--- config.mk ---
export PLATFORM = sky130hd
export DESIGN_NAME = neighbor_liveness_table
export DESIGN_NICKNAME = d
export VERILOG_FILES = /design/src/hdl/nlt_pkg.sv /design/src/hdl/nlt_cell.sv /design/src/hdl/neighbor_liveness_table.sv
export SDC_FILE = /design/constraint.sdc
export NUM_CORES = 2
export LEC_CHECK = 0
export BUFFER_PORTS_ARGS = -buffer_cell sky130_fd_sc_hd__buf_2
export CORE_ASPECT_RATIO = 1.4
export CORE_MARGIN = 5
export CORE_UTILIZATION = 30
export CTS_CLUSTER_DIAMETER = 50
export DETAILED_ROUTE_END_ITERATION = 10
export PLACE_DENSITY = 0.56
export SETUP_SLACK_MARGIN = 0.15
export SLEW_MARGIN = 40
export SYNTH_ARGS = -nofsm -noshare
export SYNTH_HDL_FRONTEND = slang
export SYNTH_HIERARCHICAL = 1
export SYNTH_SLANG_ARGS = --single-unit
--- constraint.sdc ---
create_clock -name i_clk -period 12.11 [get_ports i_clk]
set_input_delay 2.422 -clock i_clk [delete_from_list [all_inputs] [get_ports i_clk]]
set_output_delay 2.422 -clock i_clk [all_outputs]
set_load 0.02 [all_outputs]
--- src/hdl/nlt_pkg.sv ---
// ----------------------------------------------------------------------------
// nlt_pkg
// Types and constants shared by the neighbour liveness table and its cells.
// ----------------------------------------------------------------------------
package nlt_pkg;

    // command codes
    localparam logic [1:0] CMD_ADD      = 2'd0;
    localparam logic [1:0] CMD_RECEIVED = 2'd1;
    localparam logic [1:0] CMD_MISSED   = 2'd2;

    // status codes
    localparam logic [1:0] ST_ADDED     = 2'd0;
    localparam logic [1:0] ST_FULL      = 2'd1;
    localparam logic [1:0] ST_UPDATED   = 2'd2;
    localparam logic [1:0] ST_NOT_FOUND = 2'd3;

    // configuration register indexes
    localparam logic CFG_CAPACITY   = 1'b0;
    localparam logic CFG_MISS_LIMIT = 1'b1;

    localparam int CAP_W   = 5;
    localparam int LIMIT_W = 4;

    localparam logic [CAP_W-1:0]   CAPACITY_RESET   = 5'd16;
    localparam logic [LIMIT_W-1:0] MISS_LIMIT_RESET = 4'd3;
    localparam logic [3:0]         MISS_SAT         = 4'd15;

    // request travelling along the row of cells
    typedef struct packed {
        logic               valid;
        logic [1:0]         cmd;
        logic [31:0]        node_id;
        logic signed [31:0] seq_number;
        logic [31:0]        metrics_handle;
        logic               placed;   // an add has found its slot (or was refused)
    } t_req;

endpackage

--- src/hdl/nlt_cell.sv ---
// ----------------------------------------------------------------------------
// nlt_cell
// One table entry: checks the passing request against its entry, updates it
// and hands the request and running match count on to the next cell.
// ----------------------------------------------------------------------------
module nlt_cell #(
    parameter int CNT_W = 5
) (
    input  logic                         i_clk,
    input  logic                         i_rst_n,
    input  logic [nlt_pkg::LIMIT_W-1:0]  i_miss_limit,
    input  nlt_pkg::t_req                i_req,
    input  logic [CNT_W-1:0]             i_cnt,
    output nlt_pkg::t_req                o_req,
    output logic [CNT_W-1:0]             o_cnt
);

    logic               r_used, n_used;
    logic               r_active, n_active;
    logic [31:0]        r_id, n_id;
    logic [31:0]        r_handle, n_handle;
    logic signed [31:0] r_seq, n_seq;
    logic [3:0]         r_miss, n_miss;
    nlt_pkg::t_req      r_req, n_req;
    logic [CNT_W-1:0]   r_cnt, n_cnt;

    logic       hit;
    logic       take;
    logic [3:0] miss_inc;

    assign hit  = i_req.valid && r_used && (r_id == i_req.node_id)
                  && (i_req.cmd == nlt_pkg::CMD_RECEIVED || i_req.cmd == nlt_pkg::CMD_MISSED);
    assign take = i_req.valid && (i_req.cmd == nlt_pkg::CMD_ADD) && !r_used && !i_req.placed;
    assign miss_inc = (r_miss == nlt_pkg::MISS_SAT) ? r_miss : r_miss + 4'd1;

    always_comb begin
        n_used   = r_used;
        n_active = r_active;
        n_id     = r_id;
        n_handle = r_handle;
        n_seq    = r_seq;
        n_miss   = r_miss;
        n_req    = i_req;
        n_cnt    = i_cnt;
        if (take) begin
            n_used       = 1'b1;
            n_active     = 1'b1;
            n_id         = i_req.node_id;
            n_handle     = i_req.metrics_handle;
            n_seq        = i_req.seq_number;
            n_miss       = 4'd0;
            n_req.placed = 1'b1;
        end else if (hit) begin
            n_cnt = i_cnt + CNT_W'(1);
            case (i_req.cmd)
                nlt_pkg::CMD_RECEIVED: begin
                    if (i_req.seq_number > r_seq) begin
                        n_handle = i_req.metrics_handle;
                        n_seq    = i_req.seq_number;
                    end
                    n_miss   = 4'd0;
                    n_active = 1'b1;
                end
                default: begin
                    n_miss = miss_inc;
                    if (miss_inc >= i_miss_limit) begin
                        n_active = 1'b0;
                    end
                end
            endcase
        end
    end

    always_ff @(posedge i_clk) begin
        if (!i_rst_n) begin
            r_used   <= 1'b0;
            r_active <= 1'b0;
            r_req    <= '0;
        end else begin
            r_used   <= n_used;
            r_active <= n_active;
            r_req    <= n_req;
        end
    end

    always_ff @(posedge i_clk) begin
        r_id     <= n_id;
        r_handle <= n_handle;
        r_seq    <= n_seq;
        r_miss   <= n_miss;
        r_cnt    <= n_cnt;
    end

    assign o_req = r_req;
    assign o_cnt = r_cnt;

endmodule

--- src/hdl/neighbor_liveness_table.sv ---
// ----------------------------------------------------------------------------
// neighbor_liveness_table
// Heartbeat liveness table of peer entries, one entry per cell in a row.
// ----------------------------------------------------------------------------
//
// Channel    Direction  Handshake               Payload
// request    in         start & !busy           i_command, i_node_id,
//                                               i_seq_number, i_metrics_handle
// result     out        o_done (one cycle)      o_status, o_match_count,
//                                               o_entry_count
// config     in         i_cfg_we                i_cfg_idx, i_cfg_data
//
// A request enters the first cell at the accepting edge and moves one cell
// per cycle; once it has left the last cell its result is registered and
// the strobe rises. busy stays high until then, so only one request is in
// the row at a time and a new request waits for the whole cell row. busy
// falls as the result is registered, so the next request may be taken in
// the cycle the result is shown.
// Reset clears the fill count, the used and active flags of every cell and
// loads capacity 16 and miss limit 3; entry contents are left as they are.
// The receiver cannot stall: o_done is high for exactly one cycle per result; the payload is held until the next.
// ----------------------------------------------------------------------------
module neighbor_liveness_table #(
    parameter int MAX_NEIGHBORS = 16
) (
    input  logic        i_clk,
    input  logic        i_rst_n,
    input  logic        start,
    output logic        busy,
    input  logic [1:0]  i_command,
    input  logic [31:0] i_node_id,
    input  logic signed [31:0] i_seq_number,
    input  logic [31:0] i_metrics_handle,
    output logic        o_done,
    output logic [1:0]  o_status,
    output logic [4:0]  o_match_count,
    output logic [4:0]  o_entry_count,
    input  logic        i_cfg_we,
    input  logic        i_cfg_idx,
    input  logic [4:0]  i_cfg_data
);

    // counts of up to MAX_NEIGHBORS entries
    localparam int CNT_W = $clog2(MAX_NEIGHBORS + 1);
    // common width for the fill-level compares
    localparam int CMP_W = (CNT_W > nlt_pkg::CAP_W) ? CNT_W : nlt_pkg::CAP_W;
    localparam logic [CMP_W-1:0] MAX_FILL = CMP_W'(MAX_NEIGHBORS);

    logic                        r_busy, n_busy;
    logic [CNT_W-1:0]            r_used, n_used;
    logic [nlt_pkg::CAP_W-1:0]   r_capacity;
    logic [nlt_pkg::LIMIT_W-1:0] r_miss_limit;
    logic                        r_full, n_full;
    logic                        r_done, n_done;
    logic [1:0]                  r_status, n_status;
    logic [4:0]                  r_match, n_match;
    logic [4:0]                  r_entry, n_entry;

    logic          accept;
    logic          full_now;
    nlt_pkg::t_req head_req;

    nlt_pkg::t_req    chain_req [0:MAX_NEIGHBORS];
    logic [CNT_W-1:0] chain_cnt [0:MAX_NEIGHBORS];

    assign accept = start && !r_busy;

    // full when the fill level reaches capacity or the number of cells
    assign full_now = (CMP_W'(r_used) >= CMP_W'(r_capacity)) || (CMP_W'(r_used) >= MAX_FILL);

    // build the request that enters the first cell; a refused add is
    // marked placed already so no cell takes it
    always_comb begin
        head_req.valid          = accept;
        head_req.cmd            = i_command;
        head_req.node_id        = i_node_id;
        head_req.seq_number     = i_seq_number;
        head_req.metrics_handle = i_metrics_handle;
        head_req.placed         = (i_command == nlt_pkg::CMD_ADD) && full_now;
    end

    assign chain_req[0] = head_req;
    assign chain_cnt[0] = '0;

    genvar g;
    generate
        for (g = 0; g < MAX_NEIGHBORS; g = g + 1) begin : g_cell
            nlt_cell #(
                .CNT_W (CNT_W)
            ) u_cell (
                .i_clk        (i_clk),
                .i_rst_n      (i_rst_n),
                .i_miss_limit (r_miss_limit),
                .i_req        (chain_req[g]),
                .i_cnt        (chain_cnt[g]),
                .o_req        (chain_req[g+1]),
                .o_cnt        (chain_cnt[g+1])
            );
        end
    endgenerate

    always_comb begin
        n_busy   = r_busy;
        n_used   = r_used;
        n_full   = r_full;
        n_done   = 1'b0;
        n_status = r_status;
        n_match  = r_match;
        n_entry  = r_entry;

        // take a request: count an accepted add straight away
        if (accept) begin
            n_busy = 1'b1;
            n_full = full_now;
            if (i_command == nlt_pkg::CMD_ADD && !full_now) begin
                n_used = r_used + CNT_W'(1);
            end
        end

        // request has left the last cell: register the result, drop busy
        if (chain_req[MAX_NEIGHBORS].valid) begin
            n_busy  = 1'b0;
            n_done  = 1'b1;
            n_match = 5'(chain_cnt[MAX_NEIGHBORS]);
            n_entry = 5'(r_used);
            case (chain_req[MAX_NEIGHBORS].cmd)
                nlt_pkg::CMD_ADD: begin
                    n_status = r_full ? nlt_pkg::ST_FULL : nlt_pkg::ST_ADDED;
                end
                nlt_pkg::CMD_RECEIVED, nlt_pkg::CMD_MISSED: begin
                    n_status = (chain_cnt[MAX_NEIGHBORS] != '0) ? nlt_pkg::ST_UPDATED
                                                                : nlt_pkg::ST_NOT_FOUND;
                end
                default: begin
                    n_status = nlt_pkg::ST_NOT_FOUND;
                end
            endcase
        end
    end

    always_ff @(posedge i_clk) begin
        if (!i_rst_n) begin
            r_busy       <= 1'b0;
            r_used       <= '0;
            r_done       <= 1'b0;
            r_capacity   <= nlt_pkg::CAPACITY_RESET;
            r_miss_limit <= nlt_pkg::MISS_LIMIT_RESET;
        end else begin
            r_busy <= n_busy;
            r_used <= n_used;
            r_done <= n_done;
            // write a register at once; the sender must keep writes to idle periods, the block does not enforce it
            if (i_cfg_we) begin
                case (i_cfg_idx)
                    nlt_pkg::CFG_CAPACITY:   r_capacity   <= i_cfg_data;
                    nlt_pkg::CFG_MISS_LIMIT: r_miss_limit <= i_cfg_data[nlt_pkg::LIMIT_W-1:0];
                    default: ;
                endcase
            end
        end
    end

    // result payload, held between strobes
    always_ff @(posedge i_clk) begin
        r_full   <= n_full;
        r_status <= n_status;
        r_match  <= n_match;
        r_entry  <= n_entry;
    end

    assign busy          = r_busy;
    assign o_done        = r_done;
    assign o_status      = r_status;
    assign o_match_count = r_match;
    assign o_entry_count = r_entry;

endmodule

==> flow_summary.ini <==
[setup_path]
rr_worst_depth = 9
cp-end-kind = flip-flop
critical_path_arrival_ns = 4.46
regToRegStartpoint = r_used[0]$_SDFFE_PN0P_
crit_path_start = i_rst_n
cp-start-kind = primary input
reg2reg_to = g_cell[0].u_cell/r_id[30]$_DFFE_PP_
crit_type = in2reg
crit_end = g_cell[9].u_cell/o_req[84]$_SDFF_PN0_
path_max_fanout = 120
cp.required_ns = 12.72
ff2ff_setup_slack_ns = 9.49

[drt]
vias = 19840
vias_per_cell = 4.018
wirelength_mm = 64.40
drt_iter0_drc = 741
drc = 0
firstDrtPassIters = 4
ant_nets = 0
routedWlPerCell_um = 13.04

[power]
ir_drop_mv = 0.1197
power_per_cell_area_nw_per_um2 = 167.5
finalPower_mw = 8.085
p_leak_nw = 16.54

[clock_network]
clock-sinks = 1176
cts_resized = 0
path_clk_slew_ns = 0.05
cts_tree = done
cts_buffers = 132
cts_max_level = 4
clock_latency_ns = 0.70
ctsHoldBuffers = 0
cts_buffer_depth = 3
post_cts_buffers = 0
cts_root_buf = clkbuf_16

[timing]
fin_skew_ns = 0.02400
setup_violations = 0
worst_pin_slew_ns = 0.7932
slew_violations = 0
period_share_pct = 31.78
rsz0062_at_grt = no
fmaxAchievable_ghz = 0.2598
tns_ns = 0
fin_crit_ns = 3.848
relSlewSlack_pct = 46.63
final_hold_viol_count = 0

[finish]
antenna_cells = 0
final_common_cell = dfxtp_1
post-route-util_pct = 35.04
nets = 3184
layout_common_cells = 650 x dfxtp_1, 525 x edfxtp_1, 515 x and2_1
area_growth_pct = 15.99
drive_gt1_share_pct = 13.04
postLayoutCellArea_um2 = 48280

[placement]
place.gp.congestion = 0.7193
post-dp-hpwl_mm = 45.64
numPortBuffers = 57
place_area_um2 = 44040

[logic_synthesis]
syn_inst = 2910
syn_avg_cell_area_um2 = 14.30
yosysWarnings = 6
synth_area_um2 = 41620

[floorplanning]
ioPinCount = 122
dieWidth_um = 324.8
die_area_um2 = 146400
die_y_um = 450.7
row_count = 161
core-area_um2 = 137800
start_util_pct = 30.21

[global_routing]
grt_pass1_wl_mm = 103.7
grt_pass1_vias = 20370
overflow = 0
grt_max_degree = 121
antenna_found_initial = 0
grt_util_all_layers_pct = 8.771

[run_status]
status = finished, final reports clean

[worst_hold_path]
worstHoldPathType = reg2reg

[job]
cap_violations = 0
-- where the power goes --
part           total [mW]  switching [mW]  internal (mW)  leakage [nW]
logic               0.122          0.0715         0.0503          5.10
clock network        3.76            1.50           2.26          2.07
registers            4.20          0.0325           4.17          9.37
-- worst min path at each step --
stage                                            start                                 end  slack [ns]  depth (start not counted)
finish               g_cell[6].u_cell/o_cnt[4]$_DFF_P_   g_cell[7].u_cell/o_cnt[4]$_DFF_P_        0.42                          1
global route        g_cell[11].u_cell/o_cnt[4]$_DFF_P_  g_cell[12].u_cell/o_cnt[4]$_DFF_P_        0.43                          1
CTS                  g_cell[6].u_cell/o_cnt[4]$_DFF_P_   g_cell[7].u_cell/o_cnt[4]$_DFF_P_        0.42                          1
detailed placement  g_cell[11].u_cell/o_cnt[4]$_DFF_P_  g_cell[12].u_cell/o_cnt[4]$_DFF_P_        0.41                          1
global placement     g_cell[7].u_cell/o_cnt[4]$_DFF_P_   g_cell[8].u_cell/o_cnt[4]$_DFF_P_        0.42                          1
floorplan           g_cell[15].u_cell/o_cnt[3]$_DFF_P_          o_match_count[3]$_DFFE_PP_        0.40                          0
-- routing by layer --
layer	vias up	track usage (%)	share of wire (%)
li1	10140	-	-
met1	9328	8.278	36
met2	225	17.55	57
met5	-	0	0
met4	0	4.378	4.3
met3	155	1.952	3.2
-- area by class of cell --
type                            count  area (um^2)
Clock buffer                      181         3702
Timing Repair Buffer               77        460.4
Tap cell                         1793         2243
Sequential cell                  1176        28800
Multi-Input combinational cell   1583        12290
Clock inverter                     62        530.5
Fill cell                       13300        89510
Inverter                           66        247.7
-- state kept, by name, indices dropped and copies added (netlist names) --
register,flops
g_cell.u_cell/o_req,543
g_cell.u_cell/o_cnt,80
o_match_count,5
o_entry_count,5
r_capacity,5
r_used,5
o_status,2
g_cell.u_cell/r_id,512
g_cell.u_cell/r_used,16
o_done,1
busy,1
r_full,1
-- worst max-delay path: stages --
cell	delay [ns]
buf_8	0.43
buf_6	0.58
buf_6	0.61
and2_1	0.28
-- stage by stage --
stage | worst slack [ns] | hold WS [ns] | std cells
after detailed placement | 7.471 | 0.4147 | 4695
final | 8.262 | 0.4185 | 4938
after CTS | 8.235 | 0.4185 | 4938
after global placement | 7.045 | 0.4219 | 4695
after floorplan | 6.739 | 0.4004 | 2921
after global routing | 8.080 | 0.4296 | 4938
(Power assumes the default switching activity.)
